===== src/hw/rtl/i2cms_pkg.sv =====
// Package with the shared types, opcodes and register indexes of the I2C bit sequencer.
`timescale 1ns / 1ps

package i2cms_pkg;

   localparam int TickWidth = 8;
   localparam int ByteWidth = 8;
   localparam int OpWidth   = 3;
   localparam int CsrIdxWidth = 2;

   localparam logic [OpWidth-1:0] OP_NONE  = 3'd0;
   localparam logic [OpWidth-1:0] OP_START = 3'd1;
   localparam logic [OpWidth-1:0] OP_STOP  = 3'd2;
   localparam logic [OpWidth-1:0] OP_SEND  = 3'd3;
   localparam logic [OpWidth-1:0] OP_WACK  = 3'd4;
   localparam logic [OpWidth-1:0] OP_READ  = 3'd5;

   localparam logic [CsrIdxWidth-1:0] CSR_START_HOLD  = 2'd0;
   localparam logic [CsrIdxWidth-1:0] CSR_BIT_HALF    = 2'd1;
   localparam logic [CsrIdxWidth-1:0] CSR_SHORT_PHASE = 2'd2;
   localparam logic [CsrIdxWidth-1:0] CSR_ACK_TIMEOUT = 2'd3;

   localparam logic [TickWidth-1:0] START_HOLD_RESET  = 8'd4;
   localparam logic [TickWidth-1:0] BIT_HALF_RESET    = 8'd2;
   localparam logic [TickWidth-1:0] SHORT_PHASE_RESET = 8'd1;
   localparam logic [TickWidth-1:0] ACK_TIMEOUT_RESET = 8'd250;

   typedef struct packed {
      logic [TickWidth-1:0] start_hold;
      logic [TickWidth-1:0] bit_half;
      logic [TickWidth-1:0] short_phase;
      logic [TickWidth-1:0] ack_timeout;
   } cfg_type;

   typedef struct packed {
      logic [OpWidth-1:0]   opcode;
      logic [ByteWidth-1:0] tx_byte;
      logic                 ack_after_read;
      logic                 sda_in;
   } req_type;

   typedef struct packed {
      logic                 ack_failed;
      logic [ByteWidth-1:0] rx_byte;
      logic                 done_res;
      logic                 busy_res;
      logic                 sda_oe;
      logic                 sda_out;
      logic                 scl;
   } rsp_type;

endpackage


===== src/hw/rtl/i2cms_csr.sv =====
// Timing configuration registers of the I2C bit sequencer.
`timescale 1ns / 1ps

module i2cms_csr (
   input  logic                                clock,
   input  logic                                reset,
   input  logic                                csr_valid,
   output logic                                csr_ready,
   input  logic [i2cms_pkg::CsrIdxWidth-1:0]   csr_index,
   input  logic [i2cms_pkg::TickWidth-1:0]     csr_wdata,
   output i2cms_pkg::cfg_type                  cfg
);

   i2cms_pkg::cfg_type cfg_ff;
   i2cms_pkg::cfg_type cfg_in;

   assign csr_ready = 1'b1;
   assign cfg       = cfg_ff;

   always_comb begin
      cfg_in = cfg_ff;
      if (csr_valid) begin
         unique case (csr_index)
            i2cms_pkg::CSR_START_HOLD:  cfg_in.start_hold  = csr_wdata;
            i2cms_pkg::CSR_BIT_HALF:    cfg_in.bit_half    = csr_wdata;
            i2cms_pkg::CSR_SHORT_PHASE: cfg_in.short_phase = csr_wdata;
            i2cms_pkg::CSR_ACK_TIMEOUT: cfg_in.ack_timeout = csr_wdata;
            default:                    cfg_in = cfg_ff;
         endcase
      end
   end

   always_ff @(posedge clock) begin
      if (reset) begin
         cfg_ff.start_hold  <= i2cms_pkg::START_HOLD_RESET;
         cfg_ff.bit_half    <= i2cms_pkg::BIT_HALF_RESET;
         cfg_ff.short_phase <= i2cms_pkg::SHORT_PHASE_RESET;
         cfg_ff.ack_timeout <= i2cms_pkg::ACK_TIMEOUT_RESET;
      end else begin
         cfg_ff <= cfg_in;
      end
   end

endmodule


===== src/hw/rtl/i2cms_core.sv =====
// Phase sequencer of the I2C bit sequencer: one tick of state update per transfer.
`timescale 1ns / 1ps

module i2cms_core (
   input  logic               clock,
   input  logic               reset,
   input  logic               tick_en,
   input  i2cms_pkg::req_type req,
   input  i2cms_pkg::cfg_type cfg,
   output i2cms_pkg::rsp_type rsp
);

   typedef enum logic [3:0] {
      PH_IDLE, PH_ST1, PH_ST2, PH_SP1, PH_SP2, PH_SB_LO, PH_SB_HI,
      PH_WA1, PH_WA2, PH_WA3, PH_RB_LO, PH_RB_HI, PH_AK_LO, PH_AK_HI
   } phase_type;

   typedef struct packed {
      logic                                scl;
      logic                                sda;
      logic                                oe;
      logic [i2cms_pkg::ByteWidth-1:0]     shift;
   } pins_type;

   phase_type                         phase_ff, phase_in;
   logic [i2cms_pkg::TickWidth-1:0]   tick_ff, tick_in;
   logic [3:0]                        bitc_ff, bitc_in;
   logic [i2cms_pkg::TickWidth-1:0]   wait_ff, wait_in;
   pins_type                          pins_ff, pins_in;
   logic                              ackc_ff, ackc_in;
   logic [i2cms_pkg::ByteWidth-1:0]   rxb_ff, rxb_in;
   logic                              fail_ff, fail_in;

   // Pin levels set on entering a phase.
   function automatic pins_type enter_pins(input phase_type p, input pins_type cur,
                                           input logic ack_c);
      pins_type n;
      n = cur;
      case (p)
         PH_ST1: begin n.oe = 1'b1; n.sda = 1'b1; n.scl = 1'b1; end
         PH_ST2: begin n.sda = 1'b0; n.scl = 1'b1; end
         PH_SP1: begin n.oe = 1'b1; n.scl = 1'b0; n.sda = 1'b0; end
         PH_SP2: begin n.scl = 1'b1; n.sda = 1'b1; end
         PH_SB_LO: begin
            n.oe    = 1'b1;
            n.scl   = 1'b0;
            n.sda   = cur.shift[i2cms_pkg::ByteWidth-1];
            n.shift = {cur.shift[i2cms_pkg::ByteWidth-2:0], 1'b0};
         end
         PH_SB_HI, PH_WA2, PH_RB_HI, PH_AK_HI: n.scl = 1'b1;
         PH_WA1: begin n.oe = 1'b0; n.sda = 1'b1; end
         PH_RB_LO: begin n.oe = 1'b0; n.sda = 1'b1; n.scl = 1'b0; end
         PH_AK_LO: begin n.scl = 1'b0; n.oe = 1'b1; n.sda = ~ack_c; end
         default: n = cur;
      endcase
      return n;
   endfunction

   function automatic logic [i2cms_pkg::TickWidth-1:0] at_least_one(
      input logic [i2cms_pkg::TickWidth-1:0] v);
      return (v == '0) ? i2cms_pkg::TickWidth'(1) : v;
   endfunction

   function automatic logic [i2cms_pkg::TickWidth-1:0] phase_len(
      input phase_type p, input i2cms_pkg::cfg_type c);
      logic [i2cms_pkg::TickWidth-1:0] len;
      case (p)
         PH_ST1, PH_ST2, PH_SP1, PH_SP2:
            len = at_least_one(c.start_hold);
         PH_SB_LO, PH_SB_HI, PH_RB_LO, PH_AK_LO, PH_AK_HI:
            len = at_least_one(c.bit_half);
         default:
            len = at_least_one(c.short_phase);
      endcase
      return len;
   endfunction

   logic                              go_a, go_b, done;
   phase_type                         pa, pb;
   logic [i2cms_pkg::TickWidth-1:0]   tick_inc;

   always_comb begin
      phase_in = phase_ff;
      tick_in  = tick_ff;
      bitc_in  = bitc_ff;
      wait_in  = wait_ff;
      pins_in  = pins_ff;
      ackc_in  = ackc_ff;
      rxb_in   = rxb_ff;
      fail_in  = fail_ff;
      done     = 1'b0;
      go_a     = 1'b0;
      pa       = PH_IDLE;
      go_b     = 1'b0;
      pb       = PH_IDLE;
      tick_inc = '0;

      // Command launch from idle.
      if (phase_ff == PH_IDLE) begin
         case (req.opcode)
            i2cms_pkg::OP_START: begin go_a = 1'b1; pa = PH_ST1; end
            i2cms_pkg::OP_STOP:  begin go_a = 1'b1; pa = PH_SP1; end
            i2cms_pkg::OP_SEND: begin
               pins_in.shift = req.tx_byte;
               bitc_in       = '0;
               go_a          = 1'b1;
               pa            = PH_SB_LO;
            end
            i2cms_pkg::OP_WACK: begin
               fail_in = 1'b0;
               wait_in = '0;
               go_a    = 1'b1;
               pa      = PH_WA1;
            end
            i2cms_pkg::OP_READ: begin
               ackc_in       = req.ack_after_read;
               pins_in.shift = '0;
               bitc_in       = '0;
               go_a          = 1'b1;
               pa            = PH_RB_LO;
            end
            default: go_a = 1'b0;
         endcase
      end
      if (go_a) begin
         phase_in = pa;
         tick_in  = '0;
         pins_in  = enter_pins(pa, pins_in, ackc_in);
      end

      // Pin levels of this tick are those of the phase it belongs to.
      rsp.scl      = pins_in.scl;
      rsp.sda_out  = pins_in.sda;
      rsp.sda_oe   = pins_in.oe;
      rsp.busy_res = (phase_in != PH_IDLE);

      if (phase_in == PH_WA3) begin
         if (!req.sda_in) begin
            pins_in.scl = 1'b0;
            phase_in    = PH_IDLE;
            done        = 1'b1;
         end else if (wait_in >= cfg.ack_timeout) begin
            fail_in = 1'b1;
            go_b    = 1'b1;
            pb      = PH_SP1;
         end else begin
            wait_in = wait_in + 1'b1;
         end
      end else if (phase_in != PH_IDLE) begin
         if (phase_in == PH_RB_HI && tick_in == '0) begin
            pins_in.shift = {pins_in.shift[i2cms_pkg::ByteWidth-2:0], req.sda_in};
         end
         tick_inc = tick_in + 1'b1;
         tick_in  = tick_inc;
         if (tick_inc >= phase_len(phase_in, cfg)) begin
            case (phase_in)
               PH_ST1: begin go_b = 1'b1; pb = PH_ST2; end
               PH_ST2: begin pins_in.scl = 1'b0; phase_in = PH_IDLE; done = 1'b1; end
               PH_SP1: begin go_b = 1'b1; pb = PH_SP2; end
               PH_SP2: begin phase_in = PH_IDLE; done = 1'b1; end
               PH_SB_LO: begin go_b = 1'b1; pb = PH_SB_HI; end
               PH_SB_HI: begin
                  pins_in.scl = 1'b0;
                  bitc_in     = bitc_in + 1'b1;
                  if (bitc_in >= 4'd8) begin
                     phase_in = PH_IDLE;
                     done     = 1'b1;
                  end else begin
                     go_b = 1'b1;
                     pb   = PH_SB_LO;
                  end
               end
               PH_WA1: begin go_b = 1'b1; pb = PH_WA2; end
               PH_WA2: begin go_b = 1'b1; pb = PH_WA3; end
               PH_RB_LO: begin go_b = 1'b1; pb = PH_RB_HI; end
               PH_RB_HI: begin
                  bitc_in = bitc_in + 1'b1;
                  go_b    = 1'b1;
                  if (bitc_in >= 4'd8) begin
                     rxb_in = pins_in.shift;
                     pb     = PH_AK_LO;
                  end else begin
                     pb = PH_RB_LO;
                  end
               end
               PH_AK_LO: begin go_b = 1'b1; pb = PH_AK_HI; end
               PH_AK_HI: begin pins_in.scl = 1'b0; phase_in = PH_IDLE; done = 1'b1; end
               default: phase_in = PH_IDLE;
            endcase
         end
      end
      if (go_b) begin
         phase_in = pb;
         tick_in  = '0;
         pins_in  = enter_pins(pb, pins_in, ackc_in);
      end

      rsp.done_res   = done;
      rsp.rx_byte    = rxb_in;
      rsp.ack_failed = fail_in;
   end

   always_ff @(posedge clock) begin
      if (reset) begin
         phase_ff <= PH_IDLE;
         tick_ff  <= '0;
         bitc_ff  <= '0;
         wait_ff  <= '0;
         pins_ff  <= '{scl: 1'b1, sda: 1'b1, oe: 1'b1, shift: '0};
         ackc_ff  <= 1'b0;
         rxb_ff   <= '0;
         fail_ff  <= 1'b0;
      end else if (tick_en) begin
         phase_ff <= phase_in;
         tick_ff  <= tick_in;
         bitc_ff  <= bitc_in;
         wait_ff  <= wait_in;
         pins_ff  <= pins_in;
         ackc_ff  <= ackc_in;
         rxb_ff   <= rxb_in;
         fail_ff  <= fail_in;
      end
   end

endmodule


===== src/hw/rtl/i2cms_rsp_reg.sv =====
// Result register between the sequencer and the result stream.
`timescale 1ns / 1ps

module i2cms_rsp_reg (
   input  logic               clock,
   input  logic               reset,
   input  logic               in_valid,
   output logic               in_ready,
   input  i2cms_pkg::rsp_type in_data,
   output logic               out_valid,
   input  logic               out_ready,
   output i2cms_pkg::rsp_type out_data
);

   logic               valid_ff;
   i2cms_pkg::rsp_type data_ff;

   // A new result may load while the held one is taken in the same cycle.
   assign in_ready  = ~valid_ff | out_ready;
   assign out_valid = valid_ff;
   assign out_data  = data_ff;

   always_ff @(posedge clock) begin
      if (reset) begin
         valid_ff <= 1'b0;
      end else if (in_ready) begin
         valid_ff <= in_valid;
      end
   end

   always_ff @(posedge clock) begin
      if (in_valid && in_ready) begin
         data_ff <= in_data;
      end
   end

endmodule


===== src/hw/rtl/i2c_master_bit_sequencer_unit.sv =====
// Top level of the I2C master bit sequencer.
`timescale 1ns / 1ps

// Each request transfer is one bus timing tick carrying the sampled SDA level and, while
// the sequencer is idle, a command: start, stop, send byte, wait for acknowledge or read
// byte. Every tick returns exactly one response with the SCL level, SDA drive value and
// direction, busy, a one-tick done pulse, the last received byte and the ack-failure flag.
// A tick's response is registered; a new one is taken every clock as long as the
// response register is empty or being drained. Phase lengths come from the timing
// registers on the csr port, which should be written only while no command is running.
module i2c_master_bit_sequencer_unit (
   input  logic        clock,
   input  logic        reset,
   input  logic        req_tvalid,
   output logic        req_tready,
   // [2:0] opcode, [10:3] tx_byte, [11] ack_after_read, [12] sda_in, [15:13] zero
   input  logic [15:0] req_tdata,
   output logic        rsp_tvalid,
   input  logic        rsp_tready,
   // [0] scl, [1] sda_out, [2] sda_oe, [3] busy_res, [4] done_res, [12:5] rx_byte,
   // [13] ack_failed, [15:14] zero
   output logic [15:0] rsp_tdata,
   input  logic        csr_valid,
   output logic        csr_ready,
   input  logic [1:0]  csr_index,
   input  logic [7:0]  csr_wdata
);

   i2cms_pkg::cfg_type cfg;
   i2cms_pkg::req_type req;
   i2cms_pkg::rsp_type core_rsp;
   i2cms_pkg::rsp_type out_rsp;
   logic               tick_en;

   assign req.opcode         = req_tdata[2:0];
   assign req.tx_byte        = req_tdata[10:3];
   assign req.ack_after_read = req_tdata[11];
   assign req.sda_in         = req_tdata[12];

   assign tick_en = req_tvalid & req_tready;

   i2cms_csr u_csr (
      .clock     (clock),
      .reset     (reset),
      .csr_valid (csr_valid),
      .csr_ready (csr_ready),
      .csr_index (csr_index),
      .csr_wdata (csr_wdata),
      .cfg       (cfg)
   );

   i2cms_core u_core (
      .clock   (clock),
      .reset   (reset),
      .tick_en (tick_en),
      .req     (req),
      .cfg     (cfg),
      .rsp     (core_rsp)
   );

   i2cms_rsp_reg u_rsp_reg (
      .clock     (clock),
      .reset     (reset),
      .in_valid  (req_tvalid),
      .in_ready  (req_tready),
      .in_data   (core_rsp),
      .out_valid (rsp_tvalid),
      .out_ready (rsp_tready),
      .out_data  (out_rsp)
   );

   assign rsp_tdata = {2'b00, out_rsp.ack_failed, out_rsp.rx_byte, out_rsp.done_res,
                       out_rsp.busy_res, out_rsp.sda_oe, out_rsp.sda_out, out_rsp.scl};

endmodule

===== config.mk =====
export PLATFORM = sky130hd
export DESIGN_NAME = i2c_master_bit_sequencer_unit
export DESIGN_NICKNAME = d
export VERILOG_FILES = /design/src/hw/rtl/i2cms_pkg.sv /design/src/hw/rtl/i2cms_csr.sv /design/src/hw/rtl/i2cms_core.sv /design/src/hw/rtl/i2cms_rsp_reg.sv /design/src/hw/rtl/i2c_master_bit_sequencer_unit.sv
export SDC_FILE = /design/constraint.sdc
export NUM_CORES = 1
export LEC_CHECK = 0
export ABC_AREA = 0
export BUFFER_PORTS_ARGS = -buffer_cell sky130_fd_sc_hd__buf_2
export CORE_ASPECT_RATIO = 1.25
export CORE_MARGIN = 1.5
export CORE_UTILIZATION = 60
export CTS_BUF_LIST = sky130_fd_sc_hd__clkbuf_4
export DETAILED_ROUTE_END_ITERATION = 8
export GPL_TIMING_DRIVEN = 0
export PLACE_DENSITY_LB_ADDON = 0.05
export SKIP_CTS_REPAIR_TIMING = 1
export SLEW_MARGIN = 20
export SYNTH_ARGS = -nofsm -noshare
export SYNTH_HDL_FRONTEND = slang
export SYNTH_SLANG_ARGS = --single-unit

===== constraint.sdc =====
create_clock -name clock -period 7 [get_ports clock]
set_input_delay 1.75 -clock clock [delete_from_list [all_inputs] [get_ports clock]]
set_output_delay 1.75 -clock clock [all_outputs]
set_load 0.1 [all_outputs]

==> key figures <==
Outcome
  • Status: complete, no violations

Floorplan
  • Ports: 50
  • Starting density of the core: 0.624
  • Chip height: 110 um
  • Chip width: 88.6 um
  • Die area: 9730 sq um
  • Row cnt: 38
  • Core Box Area: 8800 sq um

Synth
  • Post-synth EDFFs: 14
  • Mean area per synthesized cell: 8.14 sq um
  • Async SR Flop Fraction: 0
  • Mapped Cells: 674
  • Post-synth top area share: 0.284
  • Top FF cell, synth: dfxtp_1
  • Seq cells post-synth: 92
  • Synth warn: 0
  • Sequential fraction of the synthesis area: 0.361
  • Area leader, netlist: dfxtp_1
  • Yosys cell types: 69
  • Synthesized cell area: 5490 sq um
  • Area contributors post-synth: dfxtp_1 (28%), edfxtp_1 (7.7%), nand2_1 (6.6%), a21oi_1 (5.3%), nor2_1 (5.3%)

Worst hold path
  • Hold_sp: u_csr.cfg[2]$_SDFFE_PP0P_
  • Hold EP: u_csr.cfg[2]$_SDFFE_PP0P_
  • Worst Hold Depth: 2
  • Hold/Removal Path Class: reg -> reg

Critical path
  • Worst setup path category: in -> reg
  • Crit path max fanout: 10
  • FF-to-FF setup slack: 1.41 ns
  • R2r endpoint: u_core.pins_ff[10]$_SDFFE_PP1P_
  • CP startpoint kind: input port
  • Critical Path RT: 7.40 ns
  • RR Startpoint: u_core.phase_ff[1]$_SDFFE_PP0P_
  • Crit end category: register
  • Crit path DAT: 6.91 ns
  • FF-to-FF path depth: 18

Timing
  • Setup violators final: 0
  • Final Hold Fails: 0
  • Worst slew margin: 0.360
  • Worst Tran Pin Value: 0.954 ns
  • Achievable Freq: 0.154 GHz
  • Period utilization: 0.929
  • Max-slew violation count: 0
  • Final Critical Period: 6.50 ns
  • RSZ-0062 raised after global routing: no
  • Clock Skew: 0.0207 ns

Detailed routing
  • First drt pass iteration count: 6
  • Starting DRT DRC Count: 556
  • Via count: 5,318
  • Drt via density: 6.24
  • WL final: 15.3 mm
  • DRT antenna net count: 0
  • DRC violations left: 0
  • Routed len/inst: 17.9 um

Layout
  • Commonest non-fill, non-tap cell in the layout: nand2_1
  • Layout cells sized above 1: 0.131
  • Nets: 778
  • Final core utilization: 0.682
  • Most frequent cells in the layout: nand2_1 (96), dfxtp_1 (78), nor2_1 (77), a21oi_1 (57), buf_2 (47)
  • Area delta synth->final: 9.28%
  • Diode count: 0
  • Post-route cell area: 6000 sq um

GRT
  • First-pass GRT wire length: 24.4 mm
  • Overflow after GRT: 0
  • Initial antenna violation count: 0
  • Global router's overall resource usage: 0.328
  • Number of global-route vias before repair: 5,062
  • Largest net degree at the start of global routing: 24

Power and ir drop
  • VDD IR max: 142 uV
  • Tot Pwr: 1360 uW
  • PwrDens: 226 nW/um^2
  • Leakage Power: 0.00249 uW

Clock tree
  • H-tree depth: 3
  • Worst skew pair latency: 0.47 ns
  • CTS Buf Count: 9
  • Clock sink count: 92
  • Clock Path Buffers: 2
  • Root Buffer Master: clkbuf_4
  • TritonCTS clock tree: done
  • Clock transition at path regs: 0.14 ns

Run
  • Max-capacitance violation count: 0

Placed design
  • Placer congestion estimate: 1.02
  • Final HPWL DP: 11.4 mm
  • Placed inst area: 5850 sq um
  • Port buffer count: 41
## per-stage QoR
stage / std cells / setup TNS [ns] / setup WS (ns) / hold WS (ns)
6_report: 852 / 0 / 0.496 / 0.478
5_1_grt: 852 / 0 / 0.125 / 0.483
4_1_cts: 852 / 0 / 0.451 / 0.478
3_5_place_dp: 836 / -0.0281 / -0.0281 / 0.460
3_3_place_gp: 836 / 0 / 0.0633 / 0.441
2_1_floorplan: 675 / 0 / 1.04 / 0.434
## per-layer routing
layer / up-vias / track usage / wire length, um
li1: 2532 / - / -
met1: 2452 / 0.377 / 6000
met2: 275 / 0.579 / 7630
met3: 59 / 0.0563 / 1000
met4: 0 / 0.162 / 628
met5: - / 0 / 0
## worst max path at each step
stage / start / end / slack [ns] / depth (start not counted)
final: req_tdata[1] / u_core.pins_ff[10]$_SDFFE_PP1P_ / 0.50 / 20
after global routing: req_tdata[1] / u_core.pins_ff[10]$_SDFFE_PP1P_ / 0.12 / 20
after CTS: req_tdata[1] / u_core.pins_ff[10]$_SDFFE_PP1P_ / 0.45 / 18
after detailed placement: req_tdata[1] / u_core.pins_ff[10]$_SDFFE_PP1P_ / -0.03 / 18
after global placement: req_tdata[1] / u_core.pins_ff[10]$_SDFFE_PP1P_ / 0.06 / 18
after floorplan: req_tdata[0] / u_core.pins_ff[10]$_SDFFE_PP1P_ / 1.04 / 17
## power by group
| part | total [uW] | internal [uW] | switching [uW] |
|---|---|---|---|
| sequential | 583 | 566 | 16.4 |
| combinational | 464 | 137 | 327 |
| clock | 308 | 120 | 189 |
## sequential cells by signal, indices dropped and copies added, names as in the netlist
register,count
u_core.wait_ff,8
u_core.phase_ff,4
u_rsp_reg.out_valid,1
u_core.bitc_ff,4
u_core.pins_ff,11
u_core.rxb_ff,8
u_csr.cfg,32
u_core.fail_ff,1
u_core.tick_ff,8
u_core.ackc_ff,1
u_rsp_reg.out_data,14
## kinds of logic (layout without fill, tap and decap cells)
family | Yosys count | after routing | share of synthesized area
AOI/OAI and AO/OA | 174 | 174 | 0.218
muxes | 33 | 33 | 0.0629
and+or+nand+nor | 279 | 279 | 0.243
xor gates and xnor gates | 13 | 13 | 0.0207
other | 2 | 3 | 0.00137
adders and majority gates | 20 | 20 | 0.0456
DFF | 92 | 92 | 0.361
buffers and inverters | 61 | 118 | 0.0465
## Yosys cell counts, drive strengths merged (3+ instances only)
library cell,n
nand2,96
dfxtp,78
nor2,77
a21oi,59
clkbuf,26
o21ai,25
nand3,23
mux2i,21
ha,20
inv,20
nor3,16
buf,14
edfxtp,14
and2,12
mux2,12
a22o,11
xnor2,10
and3,9
o211ai,9
a31oi,8
nand2b,8
a311oi,7
nor4,7
or3,7
a21o,6
a22oi,6
nand4,6
o21a,6
nor3b,5
o211a,5
a211oi,4
o31ai,4
or4,4
a211o,3
a32o,3
xor2,3
## cell type report
class / count / area [sq um]
Tap cell: 120 / 150
Multi-Input combinational cell: 522 / 3260
Timing Repair Buffer: 41 / 205
Clock inverter: 5 / 62.6
Sequential cell: 92 / 1980
Clock buffer: 11 / 82.6
Inverter: 21 / 78.8
Fill cell: 748 / 2800
Buffer: 40 / 178
## worst max-delay path, stage by stage
cell	delay [ns]
buf_2	0.10
buf_2	0.17
nor3b_1	0.48
o21a_1	0.30
nor2_1	0.17
nor2_1	0.14
a21oi_1	0.04
o22ai_1	0.71
nor2_1	0.26
a21oi_1	0.26
ha_1	0.27
a21o_1	0.18
a21o_1	0.17
a21oi_1	0.18
o21a_1	0.26
clkbuf_1	0.40
a21oi_1	0.13
or4_1	0.59
and3_1	0.20
o211ai_1	0.14
No activity file was read; power rests on OpenSTA's default activity.
